--- config.mk ---
export PLATFORM = sky130hd
export DESIGN_NAME = sha1_message_digest_top
export DESIGN_NICKNAME = d
export VERILOG_FILES = /design/src/rtl/sha1md_pkg.sv /design/src/rtl/sha1md_core.sv /design/src/rtl/sha1_message_digest_top.sv
export VERILOG_INCLUDE_DIRS = /design/src /design/src/rtl
export SDC_FILE = /design/constraint.sdc
export NUM_CORES = 2
export LEC_CHECK = 0
export BUFFER_PORTS_ARGS = -buffer_cell sky130_fd_sc_hd__buf_2
export CAP_MARGIN = 30
export CORE_MARGIN = 5
export CORE_UTILIZATION = 48
export CTS_BUF_LIST = sky130_fd_sc_hd__clkbuf_4 sky130_fd_sc_hd__clkbuf_8
export DETAILED_ROUTE_END_ITERATION = 7
export SLEW_MARGIN = 20
export SYNTH_ARGS = -nofsm -noshare
export SYNTH_HDL_FRONTEND = slang
export SYNTH_HIERARCHICAL = 1
export SYNTH_SLANG_ARGS = --single-unit
--- constraint.sdc ---
create_clock -name clk -period 19.1 [get_ports clk]
set_input_delay 0.955 -clock clk [delete_from_list [all_inputs] [get_ports clk]]
set_output_delay 0.955 -clock clk [all_outputs]
set_load 0.05 [all_outputs]
--- src/rtl/sha1_message_digest_top_assert.svh ---
`ifndef SHA1_MESSAGE_DIGEST_TOP_ASSERT_SVH
`define SHA1_MESSAGE_DIGEST_TOP_ASSERT_SVH

`ifndef ASSERT_OFF
`define SHA1_ASSERT_IMPL(lbl, clk, rst_n, ante, cons, msg) \
  lbl: assert property (@(posedge clk) disable iff (!rst_n) (ante) |-> (cons)) \
    else $error(msg);
`define SHA1_ASSERT_NEXT(lbl, clk, rst_n, ante, cons, msg) \
  lbl: assert property (@(posedge clk) disable iff (!rst_n) (ante) |=> (cons)) \
    else $error(msg);
`else
`define SHA1_ASSERT_IMPL(lbl, clk, rst_n, ante, cons, msg)
`define SHA1_ASSERT_NEXT(lbl, clk, rst_n, ante, cons, msg)
`endif

`endif

--- src/rtl/sha1md_pkg.sv ---
package sha1md_pkg;

  typedef logic [31:0] word_t;
  typedef logic [4:0][31:0] chain_t;

  typedef struct packed {
    logic load;
    logic start;
    logic init;
  } core_ctl_t;

  localparam int ROUNDS = 80;

  localparam chain_t IV = {32'hC3D2E1F0, 32'h10325476, 32'h98BADCFE,
                           32'hEFCDAB89, 32'h67452301};

  localparam word_t K0 = 32'h5A827999;
  localparam word_t K1 = 32'h6ED9EBA1;
  localparam word_t K2 = 32'h8F1BBCDC;
  localparam word_t K3 = 32'hCA62C1D6;

  localparam logic [7:0] PAD_BYTE = 8'h80;

endpackage

--- src/rtl/sha1md_core.sv ---
module sha1md_core (
  input  logic                 clk,
  input  logic                 rst_n,
  input  sha1md_pkg::core_ctl_t ctl,
  input  sha1md_pkg::word_t     load_word,
  output logic                 busy,
  output sha1md_pkg::chain_t    chain
);

  sha1md_pkg::chain_t chain_r;
  sha1md_pkg::word_t  window_r [16];
  sha1md_pkg::word_t  work_r [5];
  logic [6:0]         rnd_r;
  logic               busy_r;
  logic               fin_r;

  sha1md_pkg::word_t f;
  sha1md_pkg::word_t k;
  sha1md_pkg::word_t temp;
  sha1md_pkg::word_t w_mix;
  sha1md_pkg::word_t w_new;

  always_comb begin
    if (rnd_r < 7'd20) begin
      f = (work_r[1] & work_r[2]) | (~work_r[1] & work_r[3]);
      k = sha1md_pkg::K0;
    end else if (rnd_r < 7'd40) begin
      f = work_r[1] ^ work_r[2] ^ work_r[3];
      k = sha1md_pkg::K1;
    end else if (rnd_r < 7'd60) begin
      f = (work_r[1] & work_r[2]) | (work_r[1] & work_r[3]) | (work_r[2] & work_r[3]);
      k = sha1md_pkg::K2;
    end else begin
      f = work_r[1] ^ work_r[2] ^ work_r[3];
      k = sha1md_pkg::K3;
    end
    temp  = {work_r[0][26:0], work_r[0][31:27]} + f + work_r[4] + k + window_r[0];
    w_mix = window_r[13] ^ window_r[8] ^ window_r[2] ^ window_r[0];
    w_new = {w_mix[30:0], w_mix[31]};
  end

  // schedule window: shift line, new words enter at the top
  always_ff @(posedge clk) begin
    if (ctl.load || busy_r) begin
      for (int i = 0; i < 15; i++) begin
        window_r[i] <= window_r[i+1];
      end
      window_r[15] <= ctl.load ? load_word : w_new;
    end
  end

  always_ff @(posedge clk) begin
    if (ctl.start) begin
      for (int i = 0; i < 5; i++) begin
        work_r[i] <= chain_r[i];
      end
    end else if (busy_r) begin
      work_r[0] <= temp;
      work_r[1] <= work_r[0];
      work_r[2] <= {work_r[1][1:0], work_r[1][31:2]};
      work_r[3] <= work_r[2];
      work_r[4] <= work_r[3];
    end
  end

  always_ff @(posedge clk) begin
    if (!rst_n) begin
      chain_r <= sha1md_pkg::IV;
      busy_r  <= 1'b0;
      fin_r   <= 1'b0;
      rnd_r   <= '0;
    end else begin
      if (ctl.init) begin
        chain_r <= sha1md_pkg::IV;
      end else if (fin_r) begin
        for (int i = 0; i < 5; i++) begin
          chain_r[i] <= chain_r[i] + work_r[i];
        end
      end
      fin_r <= 1'b0;
      if (ctl.start) begin
        busy_r <= 1'b1;
        rnd_r  <= '0;
      end else if (busy_r) begin
        if (rnd_r == 7'(sha1md_pkg::ROUNDS - 1)) begin
          busy_r <= 1'b0;
          fin_r  <= 1'b1;
          rnd_r  <= '0;
        end else begin
          rnd_r <= rnd_r + 7'd1;
        end
      end
    end
  end

  assign busy  = busy_r | fin_r;
  assign chain = chain_r;

endmodule

--- src/rtl/sha1_message_digest_top.sv ---
// Byte item: taken while in_stall is low; a byte that completes a 64-byte block starts
// a compression (80 rounds of the shared round unit, one chaining add, handoff).
// End item: one pad byte per cycle up to the length field, then the two length words,
// one or two compressions, then five digest items, one per cycle when out_stall is low.
// The input stalls while a block compresses; no byte is taken until the core is done.
// Synchronous active-low reset: chaining words to the SHA-1 IV, count and control cleared.
`include "sha1_message_digest_top_assert.svh"

module sha1_message_digest_top (
  input  logic        clk,
  input  logic        rst_n,
  input  logic        in_valid,
  output logic        in_stall,
  input  logic [7:0]  in_message_byte,
  input  logic        in_byte_present,
  input  logic        in_end_of_message,
  output logic        out_valid,
  input  logic        out_stall,
  output logic [31:0] out_digest_word,
  output logic [2:0]  out_word_number,
  output logic        out_last_word
);

  localparam logic [2:0] S_IDLE = 3'd0;
  localparam logic [2:0] S_COMP = 3'd1;
  localparam logic [2:0] S_PAD  = 3'd2;
  localparam logic [2:0] S_LEN  = 3'd3;
  localparam logic [2:0] S_OUT  = 3'd4;

  logic [2:0]  state_r, state_nxt;
  logic [2:0]  ret_r, ret_nxt;
  logic [5:0]  pos_r, pos_nxt;
  logic [63:0] count_r, count_nxt;
  logic [23:0] pack_r, pack_nxt;
  logic        pad_first_r, pad_first_nxt;
  logic        len_sel_r, len_sel_nxt;
  logic        out_valid_r, out_valid_nxt;
  logic [2:0]  idx_r, idx_nxt;

  sha1md_pkg::core_ctl_t ctl;
  sha1md_pkg::word_t     load_word;
  sha1md_pkg::chain_t    chain;
  logic                  core_busy;
  logic                  in_acc;
  logic                  out_acc;
  logic [7:0]            byte_sel;
  logic [63:0]           bit_len;

  assign in_stall = (state_r != S_IDLE);
  assign in_acc   = in_valid & ~in_stall;
  assign out_acc  = out_valid_r & ~out_stall;
  assign bit_len  = {count_r[60:0], 3'b000};

  always_comb begin
    state_nxt     = state_r;
    ret_nxt       = ret_r;
    pos_nxt       = pos_r;
    count_nxt     = count_r;
    pack_nxt      = pack_r;
    pad_first_nxt = pad_first_r;
    len_sel_nxt   = len_sel_r;
    out_valid_nxt = out_valid_r;
    idx_nxt       = idx_r;
    ctl           = '0;
    byte_sel      = (state_r == S_PAD) ? (pad_first_r ? sha1md_pkg::PAD_BYTE : 8'h00)
                                       : in_message_byte;
    load_word     = (state_r == S_LEN) ? (len_sel_r ? bit_len[31:0] : bit_len[63:32])
                                       : {pack_r, byte_sel};
    case (state_r)
      S_IDLE: begin
        if (in_acc) begin
          pad_first_nxt = 1'b1;
          if (in_byte_present) begin
            pack_nxt  = {pack_r[15:0], byte_sel};
            ctl.load  = (pos_r[1:0] == 2'd3);
            pos_nxt   = pos_r + 6'd1;
            count_nxt = count_r + 64'd1;
          end
          if (in_byte_present && pos_r == 6'd63) begin
            ctl.start = 1'b1;
            state_nxt = S_COMP;
            ret_nxt   = in_end_of_message ? S_PAD : S_IDLE;
          end else if (in_end_of_message) begin
            state_nxt = S_PAD;
          end
        end
      end
      S_PAD: begin
        pack_nxt      = {pack_r[15:0], byte_sel};
        ctl.load      = (pos_r[1:0] == 2'd3);
        pos_nxt       = pos_r + 6'd1;
        pad_first_nxt = 1'b0;
        if (pos_r == 6'd63) begin
          ctl.start = 1'b1;
          state_nxt = S_COMP;
          ret_nxt   = S_PAD;
        end else if (pos_r == 6'd55) begin
          state_nxt   = S_LEN;
          len_sel_nxt = 1'b0;
        end
      end
      S_LEN: begin
        ctl.load    = 1'b1;
        len_sel_nxt = 1'b1;
        if (len_sel_r) begin
          ctl.start = 1'b1;
          state_nxt = S_COMP;
          ret_nxt   = S_OUT;
        end
      end
      S_COMP: begin
        if (!core_busy) begin
          state_nxt = ret_r;
          if (ret_r == S_OUT) begin
            out_valid_nxt = 1'b1;
            idx_nxt       = '0;
          end
        end
      end
      S_OUT: begin
        if (out_acc) begin
          if (idx_r == 3'd4) begin
            out_valid_nxt = 1'b0;
            ctl.init      = 1'b1;
            count_nxt     = '0;
            pos_nxt       = '0;
            state_nxt     = S_IDLE;
          end else begin
            idx_nxt = idx_r + 3'd1;
          end
        end
      end
      default: begin
        state_nxt = S_IDLE;
      end
    endcase
  end

  always_ff @(posedge clk) begin
    if (!rst_n) begin
      state_r     <= S_IDLE;
      ret_r       <= S_IDLE;
      pos_r       <= '0;
      count_r     <= '0;
      pad_first_r <= 1'b0;
      len_sel_r   <= 1'b0;
      out_valid_r <= 1'b0;
      idx_r       <= '0;
    end else begin
      state_r     <= state_nxt;
      ret_r       <= ret_nxt;
      pos_r       <= pos_nxt;
      count_r     <= count_nxt;
      pad_first_r <= pad_first_nxt;
      len_sel_r   <= len_sel_nxt;
      out_valid_r <= out_valid_nxt;
      idx_r       <= idx_nxt;
    end
  end

  always_ff @(posedge clk) begin
    pack_r <= pack_nxt;
  end

  sha1md_core u_core (
    .clk       (clk),
    .rst_n     (rst_n),
    .ctl       (ctl),
    .load_word (load_word),
    .busy      (core_busy),
    .chain     (chain)
  );

  always_comb begin
    case (idx_r)
      3'd0:    out_digest_word = chain[0];
      3'd1:    out_digest_word = chain[1];
      3'd2:    out_digest_word = chain[2];
      3'd3:    out_digest_word = chain[3];
      3'd4:    out_digest_word = chain[4];
      default: out_digest_word = chain[0];
    endcase
  end

  assign out_valid       = out_valid_r;
  assign out_word_number = idx_r;
  assign out_last_word   = (idx_r == 3'd4);

  `SHA1_ASSERT_IMPL(a_out_in_state, clk, rst_n, out_valid_r, state_r == S_OUT, "item out of state")
  `SHA1_ASSERT_IMPL(a_idle_core, clk, rst_n, !in_stall, !core_busy, "ready while core busy")
  `SHA1_ASSERT_IMPL(a_start_idle, clk, rst_n, ctl.start, !core_busy, "start while core busy")
  `SHA1_ASSERT_NEXT(a_len_comp, clk, rst_n, state_r == S_LEN && len_sel_r, state_r == S_COMP, "no compress after length")
  `SHA1_ASSERT_NEXT(a_last_clear, clk, rst_n, out_acc && idx_r == 3'd4, state_r == S_IDLE && count_r == 64'd0, "no clear after digest")

endmodule

Word-level counts from Yosys, hierarchy flattened. Memories as Yosys holds them, arrays and structs flattened. Index checks and enable logic that the tools add are counted. W data, S select, Z words.

Bitwise gates (word level): 25. $lt $le $gt $ge: 3. Equality and inequality tests: 27. Mux-type cells: 82. Reductions and logical operators: 22. Add/subtract/negate cells: 13.

Operator list (number): $mux W32 (13); $add A32 B32 Y32 (9); $mux W64 (4); $xor A32 B32 Y32 (5); $and A32 B32 Y32 (4); $pmux W32 S4 (1); $pmux W64 S2 (1); $or A32 B32 Y32 (3); $add A64 B1 Y64 const B (1); $mux W3 (17); $mux W24 (2); $pmux W24 S2 (1); $not A32 Y32 (1); $mux W31 (1); $mux W1 (25); $reduce_and A5 Y1 (5); $mux W6 (4); $ne A2 B2 Y1 const B (10); $pmux W6 S3 (1); $mux W8 (2); $pmux W3 S5 (1); $lt A7 B6 Y1 const B (2); $eq A3 B2 Y1 const B (4); $eq A6 B6 Y1 const B (2); 30 further kinds (53).

Bits of input ports: 14. Flip-flop bits (word level): 275. Memories kept: 2. Memory bits (writable): 672.

Memories: u_core.window_r (depth 16, bits a word 32, read ports 16, clocked after Yosys merged registers in 0, wr ports 16, line sha1md_core.sv:11) `sha1md_pkg::word_t window_r [16];`; u_core.work_r (depth 5, bits a word 32, read ports 5, clocked after Yosys merged registers in 0, wr ports 5, line sha1md_core.sv:12) `sha1md_pkg::word_t work_r [5];`.

Depth between registers and ports, before layout. An unclocked memory read counts as a cell.

Depth after elaboration: 12. Mapped depth: 27. Mapped depth without buffers: 26.

By module. The synthesis kept the hierarchy.

Modules (own cells, without submodules): sha1md_core (area an instance 42265.5 um^2, seq. area each 23562.6 um^2, cells an instance 3643, instances 1); sha1_message_digest_top (area an instance 6458.7 um^2, seq. area each 2282.2 um^2, cells an instance 798, instances 1).

Least setup slack after synthesis. No wires, ideal clock.

Kind: in2reg. From: in in_valid. To: mem u_core/window_r[0][0] (netlist name), enable pin. Path buffers: 1. Arrival time: 7.597 ns. Library setup time: 0.667 ns. Stages on the path: 4. Setup slack: 10.836 ns. Cells stage by stage: a31oi_1 -> nor3_1 -> clkbuf_1 -> or2_2.

RTL lines: start, declared (line sha1_message_digest_top.sv:12) `input logic in_valid,`; end, declared (line sha1md_core.sv:11).

==> metrics.csv <==
stage;metric;value;unit
pwr;Power, Total;4.80;mW
sta;slew margin rel.;0.275;
logic_synthesis;Post-synth top flop;edfxtp_1;
setup_path;CP Data Required Time;19.66;ns
sta;RSZ-0062 raised after global routing;false;
flow_run;MaxCap Viol Count;0;
logic_synthesis;Yosys cell types;95;
sta;Period Utilization, post-route;0.414;
logic_synthesis;ys async rst share;0;
setup_path;CP max stage cell;fa_1;
logic_synthesis;Post-Synthesis Cells;4441;
sta;setup violators final;0;
pwr;sequential share of power;0.520;
global_route;largest net degree at the start of global routing;209;
die;Core ar.;100000;sq um
pwr;Cell Int Power;3.58;mW
logic_synthesis;Avg Synthesized Cell Area;11.0;sq um
logic_synthesis;synth cell count leaders;edfxtp_1, nand2_1, nor2_1;
sta;post-route setup TNS;0;ns
logic_synthesis;Area contributors post-synth;edfxtp_1, dfxtp_1, fa_1;
logic_synthesis;Mapped Area;48700;sq um
status;status;finished clean;
die;die height;329;um
placed_design;Buffers on Ports;51;
placed_design;Inst Count DP;5712;
cells_and_area;layout cell share with drive strength beyond 1;0.0964;
setup_path;CP startpoint kind;flip-flop;
setup_path;critical path class;flip-flop to flip-flop;
routing;DRC viols;0;
pwr;LEAKAGE;20.3;nW
logic_synthesis;sequential share of the synthesized area;0.530;
logic_synthesis;area leader, netlist;edfxtp_1;
pwr;cell area power density;89.1;nW/um^2
routing;Detailed Route Iter0 Violations;3034;
sta;Fmax;0.126;GHz
routing;Vias/cell;5.69;
global_route;GRT overflow;0;
clock_network;Post-CTS Resized;0;
pwr;P_sw;1.22;mW
routing;Routed WL;129;mm
pwr;Comb power frac;0.087;
placed_design;GP Congestion;0.913;
sta;hold slack;0.394;ns
setup_path;Worst Path Max Fanout;20;
clock_network;TritonCTS Buffers;162;
placed_design;Post-DP HPWL;89.6;mm
clock_network;H-tree levels;4;
cells_and_area;Final nets;4862;
sta;Worst-Margin Slew;1.09;ns
global_route;vias in the first global route;32900;
clock_network;clock slew at reported path FFs;0.07;ns
sta;Final Skew;0.0387;ns
setup_path;Crit path top cell by count;inv_1;
routing;Met2 Routed Length;57.5;mm
die;Row Count;116;
clock_network;clock sink total;943;
min_path;Hold/Removal Path Class;flip-flop to flip-flop;
pwr;Worst IR Drop VDD;0.0817;mV
die;die area;108000;sq um
sta;Final Hold Vio Count;0;
logic_synthesis;Post-Syn Nets;4780;
setup_path;crit path DAT;8.46;ns
logic_synthesis;most numerous cell in the Yosys netlist;edfxtp_1;
global_route;first-pass GRT wire length;195;mm
routing;Max Used Layer;met4;
logic_synthesis;share of Yosys cell area claimed by the top area cell type;0.429;
routing;via count;34300;
clock_network;Clock Path Buffers;3;
sta;Period minus WS final;7.91;ns
cells_and_area;final core occ;0.536;
pwr;Clock power frac;0.393;
setup_path;CP max stage delay;0.56;ns
clock_network;postcts setup bufs;0;
routing;Final ANT Viol Nets;0;
global_route;initial antenna violation count;1;
logic_synthesis;post-synthesis register bit count;943;
clock_network;Hold Buf Count CTS;0;
global_route;gr usage total;0.235;
clock_network;Clk Latency, worst-skew pair;0.85;ns
routing;met3 routed wirelength;7.91;mm
routing;wire per inst;21.4;um
cells_and_area;P&R area growth vs syn;10.5;%
cells_and_area;final cell count without fillers;6017;
die;io pins;52;
sta;Pins Over Slew Limit;0;
clock_network;Root Buffer;clkbuf_8;
logic_synthesis;number of enable flip-flop cells after synthesis;696;
die;Starting Density;0.485;
die;die width;329;um
logic_synthesis;Synth Warn #;6;
setup_path;CP Capture Type;flip-flop;
pwr;Sw Ratio;0.253;
clock_network;CTS tree;done;
routing;drt first pass iters;6;
routing;M1 wire length;59.6;mm
[layout by cell type (no fill, tap or decap), types with 32 or more instances in the layout]
cell        n
fa_1      125
o21a_1     34
and3_1     32
xor2_1     77
a21oi_1   221
edfxtp_1  696
buf_2      51
buf_4      32
nand4_1    58
xnor2_1   194
or3_1      33
nand2_1   616
a22oi_1    66
nor2_1    293
mux2i_1   119
clkbuf_4   70
ha_1      200
a21o_1    101
inv_1     267
nor2b_1    40
a31oi_1    56
clkbuf_8  165
dfxtp_1   245
o21ai_0   255
nand3_1    80
nor3_1     56
[power by group through the flow]
stage | clock network, mW | logic (mW) | registers, mW
after detailed placement | 0 | 0.416 | 2.54
after CTS | 1.94 | 0.418 | 2.50
after global placement | 0 | 0.414 | 2.53
after floorplan | 0 | 0.304 | 2.54
after global routing | 2.04 | 0.461 | 2.51
final | 1.88 | 0.416 | 2.50
[critical path, delay by kind of cell (launching register included)]
kind | cells | cell delay [ns]
XOR/XNOR | 1 | 0.17
buffers and inverters | 8 | 1.85
AO/OA/AOI/OAI | 10 | 2.31
AND/OR/NAND/NOR | 4 | 0.91
flip-flops | 1 | 0.47
adder cells (fa/ha/maj) | 4 | 1.90
[area by class of cell]
| type | count | area [sq um] |
|---|---|---|
| clock buffers | 235 | 2800 |
| clock inverters | 65 | 537 |
| repair buffers | 91 | 654 |
| fillers | 8920 | 46600 |
| inverters | 271 | 1020 |
| multi-input cells | 3054 | 21300 |
| flip-flops and latches | 943 | 25800 |
| well taps | 1357 | 1700 |
| diodes | 1 | 2.50 |
[metrics by stage]
step           cell area, sq um  setup slack (ns)
2_1_floorplan             48700             10.84
3_3_place_gp              50400             11.32
3_5_place_dp              50400             11.18
4_1_cts                   53700             11.16
5_1_grt                   53800             10.64
6_report                  53800             11.19
[path summary, 6_finish.rpt]
path / startpoint / to / slack [ns] / depth (start not counted)
max: u_core/rnd_r[4]$_SDFFE_PP0P_ / u_core/work_r[0][30]$_DFFE_PP_ / 11.19 / 27
min: u_core/window_r[0][177]$_DFFE_PP_ / u_core/window_r[0][145]$_DFFE_PP_ / 0.39 / 0
max reg2reg: u_core/rnd_r[4]$_SDFFE_PP0P_ / u_core/work_r[0][30]$_DFFE_PP_ / 11.19 / 27
min reg2reg: u_core/window_r[0][177]$_DFFE_PP_ / u_core/window_r[0][145]$_DFFE_PP_ / 0.39 / 0
[flip-flops by register name, summed over array words and instances (netlist names), 6 cells and up]
name             cells
count_r             61
pack_r              24
u_core/window_r    512
u_core/chain       160
u_core/work_r      160
pos_r                6
u_core/rnd_r         7
[kinds of logic (layout without fill, tap and decap cells)]
kind of cell,count (synthesis),after routing,share of synthesized area
simple gates,1339,1339,0.125
compound gates,997,997,0.134
flops,943,943,0.530
buf+inv,444,662,0.0347
fa+ha+maj,325,325,0.103
xor+xnor,271,271,0.0487
mux,122,122,0.0251
other cells,0,1,0
[per-layer routing]
| metal | vias to the layer above | GRT usage |
|---|---|---|
| met5 | - | 0 |
| met4 | 0 | 0.0794 |
| met3 | 225 | 0.0375 |
| met2 | 1083 | 0.364 |
| met1 | 16700 | 0.340 |
| li1 | 16200 | - |
(Power assumes the default switching activity.)
